`config.mk`:
```
export PLATFORM = sky130hd
export DESIGN_NAME = bba_ctrl
export DESIGN_NICKNAME = d
export VERILOG_FILES = /design/src/hw/rtl/bba_pkg.sv /design/src/hw/rtl/bba_ctrl.sv
export SDC_FILE = /design/constraint.sdc
export NUM_CORES = 1
export LEC_CHECK = 0
export CAP_MARGIN = 15
export CORE_AREA = 2 2 39 41
export CTS_BUF_LIST = sky130_fd_sc_hd__clkbuf_8
export CTS_CLUSTER_DIAMETER = 40
export CTS_CLUSTER_SIZE = 25
export DETAILED_ROUTE_END_ITERATION = 16
export DIE_AREA = 0 0 41 43
export DONT_BUFFER_PORTS = 1
export PLACE_DENSITY = 0.61
export SLEW_MARGIN = 40
export SYNTH_ARGS = -nofsm -noshare
export SYNTH_HDL_FRONTEND = slang
export SYNTH_SLANG_ARGS = --single-unit
```
`constraint.sdc`:
```
create_clock -name i_clk -period 2.75 [get_ports i_clk]
set_clock_uncertainty 0.2 [all_clocks]
set_input_delay 0.4125 -clock i_clk [delete_from_list [all_inputs] [get_ports i_clk]]
set_output_delay 0.4125 -clock i_clk [all_outputs]
set_load 0.03 [all_outputs]
```
`src/hw/rtl/bba_pkg.sv`:
```
// Package for the block bitmap allocator: payload structs, status codes,
// controller/datapath command and status structs. No dependencies.
`timescale 1ns / 1ps

package bba_pkg;

    localparam int BLK_W      = 16;
    localparam int CNT_W      = 17;
    localparam int ROW_BITS   = 64;
    localparam int ROW_LOG    = 6;
    localparam int ADDR_LIMIT = 65536;

    localparam logic [CNT_W-1:0] CNT_RESET = 17'h10000;

    typedef enum logic {
        REQ_ALLOC = 1'b0,
        REQ_FREE  = 1'b1
    } t_req_type;

    typedef enum logic [1:0] {
        ST_OK           = 2'd0,
        ST_FULL         = 2'd1,
        ST_ALREADY_FREE = 2'd2,
        ST_RANGE        = 2'd3
    } t_status;

    typedef struct packed {
        t_req_type        req_type;
        logic [BLK_W-1:0] block_number;
    } t_request;

    typedef struct packed {
        logic [BLK_W-1:0] result_block;
        t_status          status;
    } t_result;

    typedef struct packed {
        logic    load;
        logic    clr_step;
        logic    scan_next;
        logic    latch_row;
        logic    alloc_commit;
        logic    free_commit;
        logic    set_res;
        t_status res_code;
    } t_dp_cmd;

    typedef struct packed {
        logic req_free;
        logic range_err;
        logic clr_last;
        logic sum_has_zero;
        logic sum_beyond;
        logic sum_last;
        logic blk_beyond;
        logic bit_used;
    } t_dp_stat;

endpackage

```
`src/hw/rtl/bba_ctrl.sv`:
```
// Allocator controller: one-hot sequencer for clear pass, summary scan,
// allocate and free. Depends on bba_pkg.
`timescale 1ns / 1ps

module bba_ctrl import bba_pkg::*; (
    input  logic     i_clk,
    input  logic     i_rst_n,
    input  logic     i_start,
    input  t_dp_stat i_stat,
    output t_dp_cmd  o_cmd,
    output logic     o_busy,
    output logic     o_valid
);

    typedef enum logic [7:0] {
        S_CLEAR = 8'b0000_0001,
        S_IDLE  = 8'b0000_0010,
        S_RD    = 8'b0000_0100,
        S_SCAN  = 8'b0000_1000,
        S_DRD   = 8'b0001_0000,
        S_ALLOC = 8'b0010_0000,
        S_CHK   = 8'b0100_0000,
        S_DONE  = 8'b1000_0000
    } t_state;

    t_state r_state, n_state;

    always_comb begin
        n_state = r_state;
        o_cmd   = '0;
        o_cmd.res_code = ST_OK;
        case (r_state)
            S_CLEAR: begin
                o_cmd.clr_step = 1'b1;
                if (i_stat.clr_last) begin
                    n_state = S_IDLE;
                end
            end
            S_IDLE: begin
                if (i_start) begin
                    o_cmd.load = 1'b1;
                    n_state    = S_RD;
                end
            end
            S_RD: begin
                // RAM addresses are presented in this cycle
                if (i_stat.req_free && i_stat.range_err) begin
                    o_cmd.set_res  = 1'b1;
                    o_cmd.res_code = ST_RANGE;
                    n_state        = S_DONE;
                end else if (i_stat.req_free) begin
                    n_state = S_CHK;
                end else begin
                    n_state = S_SCAN;
                end
            end
            S_SCAN: begin
                if (i_stat.sum_has_zero) begin
                    if (i_stat.sum_beyond) begin
                        o_cmd.set_res  = 1'b1;
                        o_cmd.res_code = ST_FULL;
                        n_state        = S_DONE;
                    end else begin
                        o_cmd.latch_row = 1'b1;
                        n_state         = S_DRD;
                    end
                end else if (i_stat.sum_last) begin
                    o_cmd.set_res  = 1'b1;
                    o_cmd.res_code = ST_FULL;
                    n_state        = S_DONE;
                end else begin
                    o_cmd.scan_next = 1'b1;
                    n_state         = S_RD;
                end
            end
            S_DRD: begin
                n_state = S_ALLOC;
            end
            S_ALLOC: begin
                o_cmd.set_res = 1'b1;
                if (i_stat.blk_beyond) begin
                    o_cmd.res_code = ST_FULL;
                end else begin
                    o_cmd.alloc_commit = 1'b1;
                    o_cmd.res_code     = ST_OK;
                end
                n_state = S_DONE;
            end
            S_CHK: begin
                o_cmd.set_res = 1'b1;
                if (i_stat.bit_used) begin
                    o_cmd.free_commit = 1'b1;
                    o_cmd.res_code    = ST_OK;
                end else begin
                    o_cmd.res_code = ST_ALREADY_FREE;
                end
                n_state = S_DONE;
            end
            S_DONE: begin
                n_state = S_IDLE;
            end
            default: begin
                n_state = S_CLEAR;
            end
        endcase
    end

    always_ff @(posedge i_clk) begin
        if (!i_rst_n) begin
            r_state <= S_CLEAR;
        end else begin
            r_state <= n_state;
        end
    end

    assign o_busy  = (r_state != S_IDLE);
    assign o_valid = (r_state == S_DONE);

endmodule

```
== Word-level counts from Yosys, hierarchy flattened ==
Index checks and enable logic that the tools add are counted.
Widths: inputs -> output; s select.
Operators by class
  eq/ne operators: 11
  multiplexer cells: 27
  reductions and logical operators: 3
Operators with widths (number)
  $pmux 8 s7: 1
  $mux 8: 6
  $mux 1: 12
  $mux 3: 4
  $pmux 3 s4: 1
  $eq 8x1->1 const B: 1
  $eq 8x2->1 const B: 1
  $eq 8x3->1 const B: 1
  $eq 8x4->1 const B: 1
  $eq 8x5->1 const B: 1
  $eq 8x6->1 const B: 1
  $eq 8x7->1 const B: 1
  $eq 8x8->1 const B: 1
  $ne 8x2->1 const B: 1
  $mux 7: 1
  $mux 2: 2
  $ne 2x2->1 const B: 2
  $reduce_and 2->1: 1
  $reduce_or 2->1: 1
  $logic_and 1x1->1: 1
Storage, ports and cells
  flip-flop bits (word level): 8
  logic and storage cells: 42

== Longest topological paths before layout ==
Gate-level depths: netlist of run 1.
  word-level depth: 3
  depth in mapped cells: 4

== Worst setup path after synthesis of run 1 ==
No wires, ideal clock.
  path type: register to output
  start point: register r_state[6]
  end point: output o_cmd[6] in the netlist's numbering
  arrival: 1733 ps
  required time: 2138 ps
  path slack: 405 ps
  stages on the path, launching flop included: 4
  cell sequence: dfxtp_1 > nor2_1 > nand3_1 > nor4_1
RTL lines
  start, declared: line bba_ctrl.sv:26  | t_state r_state, n_state;
  start signal, assigned: line bba_ctrl.sv:112  | r_state <= n_state;
  end, declared: line bba_ctrl.sv:10  | output t_dp_cmd o_cmd,

==> results of run 1 <==
-- where the power goes --
group	switching [uW]	leakage [uW]	internal [uW]	total [uW]
registers	7.95	0.0000649	123	131
clock network	48.0	0.0000216	95.0	143
logic	51.7	0.000158	35.3	86.9
-- cell type report --
| type | count | area share [%] |
|---|---|---|
| Tap cell | 16 | 3.28 |
| Clock buffer | 3 | 6.76 |
| Inverter | 2 | 1.23 |
| Sequential cell | 8 | 26.2 |
| Timing Repair Buffer | 5 | 6.15 |
| Multi-Input combinational cell | 54 | 56.4 |
-- layer usage --
| layer | routed length, um | vias up | part of all wire (%) |
|---|---|---|---|
| li1 | - | 249 | - |
| met1 | 523 | 216 | 44 |
| met2 | 503 | 21 | 42 |
| met3 | 111 | 5 | 9.4 |
| met4 | 48 | 0 | 4.0 |
| met5 | 0 | - | 0 |
-- kinds of logic (layout without fill, tap and decap cells) --
logic type | after synthesis | count (layout)
compound gates | 10 | 10
flops | 8 | 8
xor+xnor | 1 | 1
simple gates | 42 | 42
buf+inv | 2 | 10
mux | 1 | 1
-- final timing paths --
kind	from	to	slack (ns)	cells past startpoint
setup / recovery	r_state[0]$_SDFFE_PN1P_	o_cmd[4]	0.26	4
hold / removal	i_stat[7]	r_state[3]$_SDFFE_PN0P_	0.05	1
setup reg to reg	r_state[6]$_SDFFE_PN0P_	r_state[2]$_SDFFE_PN0P_	0.94	4
hold reg to reg	r_state[4]$_SDFFE_PN0P_	r_state[5]$_SDFFE_PN0P_	0.29	2
-- cells in the mapped netlist --
master and count:
nand4b_1 1, inv_1 2, a41o_1 1, nand2_1 8, nor3_1 3, nor2_1 8, nor4_1 1, o21ai_0 2
nor2b_1 7, o21ba_2 1, mux2i_1 1, o21bai_1 1, nand4_1 2, o21ai_2 1, a21boi_1 1, nand3_1 4
xor2_1 1, o21ai_1 1, or4_4 1, nor3_4 2, o41ai_1 1, nor3b_1 1, nor3b_2 1, nand2b_1 1
o22ai_1 1, dfxtp_1 8, nand3b_1 1, and3_2 1
-- metrics by stage --
step | setup slack (ns) | total power [uW] | instances | hold WS (ns) | area [um2]
floorplan | 0.405 | 199 | 64 | 0.249 | 512
global placement | 0.530 | 217 | 85 | 0.271 | 569
global route | 0.165 | 381 | 88 | 0.0417 | 611
detailed placement | 0.500 | 219 | 85 | 0.287 | 569
CTS | 0.256 | 362 | 88 | 0.0465 | 611
finish | 0.264 | 361 | 88 | 0.0471 | 611
-- critical path: stages (launching register included) --
cell,delay [ns]
dfxtp_1,0.34
or4_4,0.59
nor3_4,0.21
nand2_1,0.07
nor2_1,0.42
==> impl_results.md, run 1 <==
- Vias in the first global route: 454
- Post-synth cell types: 28
- Standby leakage power: 0.000245 uW
- Met3 usage: 7.85%
- Fin nets: 85
- Die span in y: 43 um
- DRT iter0 DRCs: 10
- Largest Register: r_state
- Met1 track utilization from global routing: 20.4%
- Power density cells: 590 nW/um2
- Most frequent cells in the layout: nand2_1, nor2_1, dfxtp_1
- Finished Core Util: 44.1%
- Achievable Freq: 0.402 GHz
- Synth-to-Final Area Change: 19.3%
- Fraction of the mapped netlist area in simple logic gates: 49.1%
- XOR/XNOR Fraction of Synth Area: 1.71%
- Most area-consuming cells after synthesis: dfxtp_1, nor2b_1, nor3_4
- CP required: 2.14 ns
- Post-detailed-route count of antenna-violating nets: 0
- First-pass GRT wire length: 1920 um
- Global-route met2 utilization: 21.3%
- Port Buffers: 0
- Pin count of the biggest net entering global routing: 7
- Drt via density: 5.58
- Period utilisation layout: 90.4%
- CP Class: reg -> out
- Slew @ Worst Pin: 0.541 ns
- Peak supply drop: 0.000265 V
- Synth Area per Inst: 8.00 um2
- Slew HR: 63.5%
- Adder-Cell Fraction of Synth Area: 0%
- CTS Buf Count: 3
- Status: finished clean
- FF/Latch Area: 160 um2
- Vias: 491
- CTS tree: yes
- Post-Syn Area: 512 um2
- Maximum fanout along the worst path: 5
- Drt wl/cell: 13.5 um
- Post-DP HPWL: 952 um
- Share of the synthesized area in the top cell type: 31.3%
- Min cycle time layout: 2.49 ns
- Total negative setup slack: 0 ns
- CTS sink cnt: 8
- PostCTS Resize Cnt: 0
- Number of flip-flops under the largest register name: 8
- Setup crit end kind: output pin
- Biggest regs: r_state: 8 flops
- Post-synthesis mux area share: 1.96%
- Combinational family with the most area after synthesis: simple AND/OR/NAND/NOR gates
- Seq/Total Area, Yosys: 31.3%
- Antenna cells: 0
- Rows: 14
- DIE WIDTH: 41 um
- Max cap viols: 0
- Final setup vio count: 0
- Seq cells post-synth: 8
- Synth Area in Compound Gates: 14.4%
- Post-Synthesis Cells: 64
- CTS H-tree lvls: 1
- Die footprint: 1760 um2
- First drt pass iteration count: 4
- Layout cell share with drive strength beyond 1: 20.8%
- Total track usage: 16.8%
- Filler cells: 156
- Busiest grt layer: met2
- Multi-input gate area: 344 um2
- DRC viols: 0
- Synthesized net count: 75
- Setup Buffers After CTS: 0
- Initial antenna violation count: 0
- Post-synth top area cell: dfxtp_1
- Clock slew at reported path FFs: 0.04 ns
- Post-Route WL: 1190 um
- Fin. Hold Viols: 0
- Latest clock arrival within the worst-skew pair: 0.23 ns
- GPL Wtd Cong: 0.738
- Initial Utilization: 37.0%
- Gr ovfl total: 0
- Unrepaired setup endpoints after global routing: false
- Final Max Slew Viols: 0
- Cts hold-fix bufs: 0
- CTS max path bufs: 2
- Ys Warns: 0
- Root Buffer: clkbuf_8
- HP Class: in -> reg
- Critical Path AT: 1.87 ns
- I/O Pins: 22
- Core footprint: 1380 um2
- Crit start category: register
Note: power is estimated with default switching activity, not from simulation.
==> inputs of run 2 (changes only) <==
ABC_AREA = 1   (was default)
BUFFER_PORTS_ARGS = -buffer_cell sky130_fd_sc_hd__buf_4   (was default)
DONT_BUFFER_PORTS = default   (was 1)
HOLD_SLACK_MARGIN = 0.02   (was default)
PLACE_DENSITY = 0.79   (was 0.61)
==> impl_results.md, run 2 <==
- Latest clock arrival within the worst-skew pair: 0.22 ns
- Min cycle time layout: 1.99 ns
- Slew @ Worst Pin: 0.220 ns
- Cts hold-fix bufs: 0
- First drt pass iteration count: 4
- Die span in y: 43 um
- Setup Buffers After CTS: 0
- Tightest hold margin: 0.164 ns
- FF/Latch Area: 160 um2
- PostCTS Resize Cnt: 0
- Seq cells post-synth: 8
- Final Max Slew Viols: 0
- Fin nets: 130
- Asr flop ratio synth: 0%
- Root Buffer: clkbuf_8
- Slew HR: 85.3%
- Die footprint: 1760 um2
- Rows: 14
- Fin worst setup slack: 0.758 ns
- Synth Area per Inst: 6.05 um2
- Post-DP HPWL: 1010 um
- Dpl ws: 0.941 ns
- CP Class: reg -> out
- Fin. Hold Viols: 0
- Largest Register: r_state
- CTS H-tree lvls: 1
- I/O Pins: 22
- Share of the synthesized area in the top cell type: 28.4%
- Most area-consuming cells after synthesis: dfxtp_1, nand2_1, nor2_1
- Post-Syn Area: 563 um2
- Filler cells: 160
- Vias: 621
- Standby leakage power: 0.000420 uW
- Synth top cells by count: nand2_1, nor2_1, inv_1
- DRC viols: 0
- Status: finished clean
- CTS Buf Count: 3
- CTS max path bufs: 2
- Post-synth cell types: 18
- CP required: 2.14 ns
- Most used DFF post-synth: dfxtp_1
- Initial Utilization: 40.7%
- Synthesized net count: 104
- Core footprint: 1380 um2
- Drt via density: 4.67
- Peak supply drop: 0.000377 V
- Pin count of the biggest net entering global routing: 10
- Gr ovfl total: 0
- Setup crit end kind: output pin
- Layout cell share with drive strength beyond 1: 35.0%
- Final setup vio count: 0
- Achievable Freq: 0.502 GHz
- Total negative setup slack: 0 ns
- Finished Core Util: 56.5%
- Ys Warns: 0
- Vias in the first global route: 560
- Post-synth EDFFs: 0
- First-pass GRT wire length: 2190 um
- Multi-input gate area: 335 um2
- Tot Pwr: 401 uW
- CTS sink cnt: 8
- Number of flip-flops under the largest register name: 8
- Unrepaired setup endpoints after global routing: false
- Post-Synthesis Cells: 93
- Initial antenna violation count: 0
- Port Buffers: 21
- Seq/Total Area, Yosys: 28.4%
- Power density cells: 513 nW/um2
- Clock slew at reported path FFs: 0.04 ns
- HP Class: in -> reg
- Period utilisation layout: 72.4%
- Critical Path AT: 1.38 ns
- Antenna cells: 0
- Post-synth top area cell: dfxtp_1
- DRT iter0 DRCs: 4
- Biggest regs: r_state: 8 flops
- CTS tree: yes
- Synth-to-Final Area Change: 38.9%
- Post-Route WL: 1230 um
- Post-detailed-route count of antenna-violating nets: 0
- Top-count cell post-synth: nand2_1
- Total track usage: 18.7%
- GPL Wtd Cong: 0.808
- Most frequent cells in the layout: nand2_1, buf_4, nor2_1
- Drt wl/cell: 9.27 um
- DIE WIDTH: 41 um
- Maximum fanout along the worst path: 9
- Max cap viols: 0
- Crit start category: register
-- run 2: cell families after synthesis --
family                 count (synthesis)  share of synthesized area (%)
AO/OA/AOI/OAI                          3                           3.33
buffers and inverters                 18                           12.0
flip-flops                             8                           28.4
AND/OR/NAND/NOR                       64                           56.2
-- run 2: critical path, cell delays in order (launching register included) --
cell,delay [ns]
dfxtp_1,0.31
inv_2,0.06
nand2_2,0.10
nor2_8,0.18
nand4_1,0.12
nand2_1,0.11
nor2_1,0.06
inv_1,0.06
buf_4,0.15
-- run 2: final cells by class --
class | instances | area share, %
Tap cell | 16 | 2.56
Inverter | 18 | 8.64
Timing Repair Buffer | 21 | 20.2
Sequential cell | 8 | 20.5
Multi-Input combinational cell | 67 | 42.9
Clock buffer | 3 | 5.28
-- run 2: metrics by stage --
stage,instance area (um2),std cells
after floorplan,563,93
after global placement,741,130
after detailed placement,741,130
after CTS,782,133
after global routing,782,133
final,782,133
-- run 2: power breakdown --
group          leakage, uW  internal [uW]  switching (uW)
combinational     0.000333           50.5            82.3
sequential       0.0000650            126            5.15
clock            0.0000216           94.5            42.8
total             0.000420            271             130
-- run 2: routing by layer --
| layer | up-vias | global-route usage [%] | part of all wire, % |
|---|---|---|---|
| met5 | - | 0 | 0 |
| met4 | 0 | 14.0 | 3.0 |
| met3 | 4 | 1.57 | 7.0 |
| met2 | 21 | 27.5 | 47 |
| met1 | 263 | 23.9 | 43 |
| li1 | 333 | - | - |
-- run 2: path summary, 6_finish.rpt --
kind                                              start                       to  slack (ns)  cells after the start
worst min register to register  r_state[4]$_SDFFE_PN0P_  r_state[5]$_SDFFE_PN0P_        0.38                      4
worst max-delay path            r_state[7]$_SDFFE_PN0P_                 o_cmd[2]        0.76                      8
worst min-delay path                          i_stat[3]  r_state[4]$_SDFFE_PN0P_        0.16                      2
worst max register to register  r_state[7]$_SDFFE_PN0P_  r_state[1]$_SDFFE_PN0P_        1.41                      6
==> inputs of run 3 (changes only) <==
clock period = 1.9 ns   (was 2.75 ns; I/O delays follow)
==> impl_results.md, run 3 (synthesized netlist as in run 2, its figures left out) <==
- Kind of cell adding the most delay to the critical path: simple AND/OR/NAND/NOR gates
- HP Class: in -> reg
- CP dominant cell by count: nand2_1
- Met3 usage: 5.24%
- Largest Register: r_state
- Post-Route WL: 1560 um
- CP Buf/Inv Count: 3
- Setup crit end kind: output pin
- Slew HR: 84.0%
- Synth-to-Final Area Change: 50.7%
- CTS max path bufs: 2
- Reg2reg start: r_state[6]$_SDFFE_PN0P_
- CP max stage delay: 0.35 ns
- Die span in y: 43 um
- First drt pass iteration count: 5
- Most frequent cells in the layout: buf_4, nand2_1, nor2_1
- Drt via density: 4.78
- DRC viols: 0
- Max cap viols: 0
- Unrepaired setup endpoints after global routing: true
- Initial Utilization: 40.7%
- Worst Hold Path Cells: 2
- CTS sink cnt: 8
- Worst Setup SP: r_state[1]$_SDFFE_PN0P_
- Peak supply drop: 0.000448 V
- Hold_sp: i_stat[7]
- Total track usage: 20.2%
- Crit start category: register
- DIE WIDTH: 41 um
- GPL Wtd Cong: 0.898
- Post-detailed-route count of antenna-violating nets: 0
- Min cycle time layout: 1.85 ns
- CP required: 1.41 ns
- Vias in the first global route: 591
- Antenna cells: 0
- Period utilisation layout: 97.3%
- Rows: 14
- Standby leakage power: 0.000446 uW
- CTS Buf Count: 3
- CTS tree: yes
- Worst reg-to-reg setup slack: 0.48 ns
- Filler cells: 142
- Port Buffers: 21
- CTS H-tree lvls: 1
- Finished Core Util: 61.3%
- Number of flip-flops under the largest register name: 8
- Final Cell Area: 848 um2
- Drt wl/cell: 11.3 um
- RR Endpoint: r_state[1]$_SDFFE_PN0P_
- Tightest hold margin: 0.0399 ns
- Dpl cell area: 741 um2
- Die footprint: 1760 um2
- Endpoint, Worst Hold: r_state[3]$_SDFFE_PN0P_
- Critical Path Slowest Stage Cell: dfxtp_1
- Slew @ Worst Pin: 0.240 ns
- Final setup vio count: 0
- Clock slew at reported path FFs: 0.05 ns
- Pin count of the biggest net entering global routing: 10
- Core footprint: 1380 um2
- Biggest regs: r_state: 8 flops
- Fin. Hold Viols: 0
- Critical Path AT: 1.36 ns
- Power density cells: 715 nW/um2
- Latest clock arrival within the worst-skew pair: 0.24 ns
- Gr ovfl total: 0
- Fin nets: 135
- Achievable Freq: 0.541 GHz
- First-pass GRT wire length: 2380 um
- Status: finished clean
- CP Class: reg -> out
- Busiest grt layer: met2
- Met1 track utilization from global routing: 21.9%
- Maximum fanout along the worst path: 5
- CP Cell Sequence: inv_2 > nand2_2 > nor2_4 > nand2_1 > nand2_1 > nor2_2 > inv_1 > buf_6
- Register-to-Register Path Depth: 8
- Root Buffer: clkbuf_8
- Layout cell share with drive strength beyond 1: 41.0%
- Vias: 659
- I/O Pins: 22
- Post-DP HPWL: 1150 um
- Commonest non-fill, non-tap cell in the layout: buf_4
- DRT iter0 DRCs: 20
- Cts hold-fix bufs: 0
- Initial antenna violation count: 0
- Global-route met2 utilization: 31.9%
- Final Max Slew Viols: 0
- Total negative setup slack: 0 ns
run 3: per-layer routing:
metal | part of all wire [%] | routed length [um]
met1 | 42 | 659
met2 | 49 | 769
met3 | 5.8 | 90
met4 | 2.8 | 44
met5 | 0 | 0
run 3: worst max path at each step:
stage	to	cells after the start
final	o_cmd[2]	8
after global routing	o_cmd[0]	8
after CTS	o_cmd[2]	8
after detailed placement	o_cmd[2]	8
after global placement	o_cmd[2]	8
after floorplan	o_cmd[5]	5
run 3: what timing repair did:
item | 4_1_cts | 5_1_grt
buffers inserted | 0 | 5
endpoints found under the setup margin | 0 | 3
resized for setup | 0 | 8
run 3: through the flow:
| step | power [uW] | setup WS (ns) | std cells |
|---|---|---|---|
| 4_1_cts | 597 | 0.00701 | 133 |
| 3_5_place_dp | 389 | 0.284 | 130 |
| 6_report | 606 | 0.0507 | 138 |
| 5_1_grt | 635 | -0.0526 | 138 |
| 3_3_place_gp | 384 | 0.301 | 130 |
| 2_1_floorplan | 327 | 0.0776 | 93 |
run 3: where the power goes:
part           total (uW)  switching (uW)  internal (uW)  leakage (uW)
clock network         211            73.0            138     0.0000216
registers             192            9.59            182     0.0000655
logic                 204             130           74.1      0.000359
run 3: worst reg2reg max path: stages (launching register included):
cell	delay, ns
dfxtp_1	0.31
inv_2	0.08
nand2_4	0.08
nor2_8	0.15
buf_4	0.13
nand2_2	0.04
nand2_1	0.09
nand3_1	0.08
a21oi_1	0.18
run 3: final cells by class:
class / count / area, um2 / share of cell area [%]
multi-input cells: 67 / 355 / 41.9
flip-flops and latches: 8 / 161 / 19.0
clock buffers: 3 / 41.3 / 4.87
well taps: 16 / 20.0 / 2.36
repair buffers: 26 / 203 / 23.9
inverters: 18 / 67.6 / 7.96
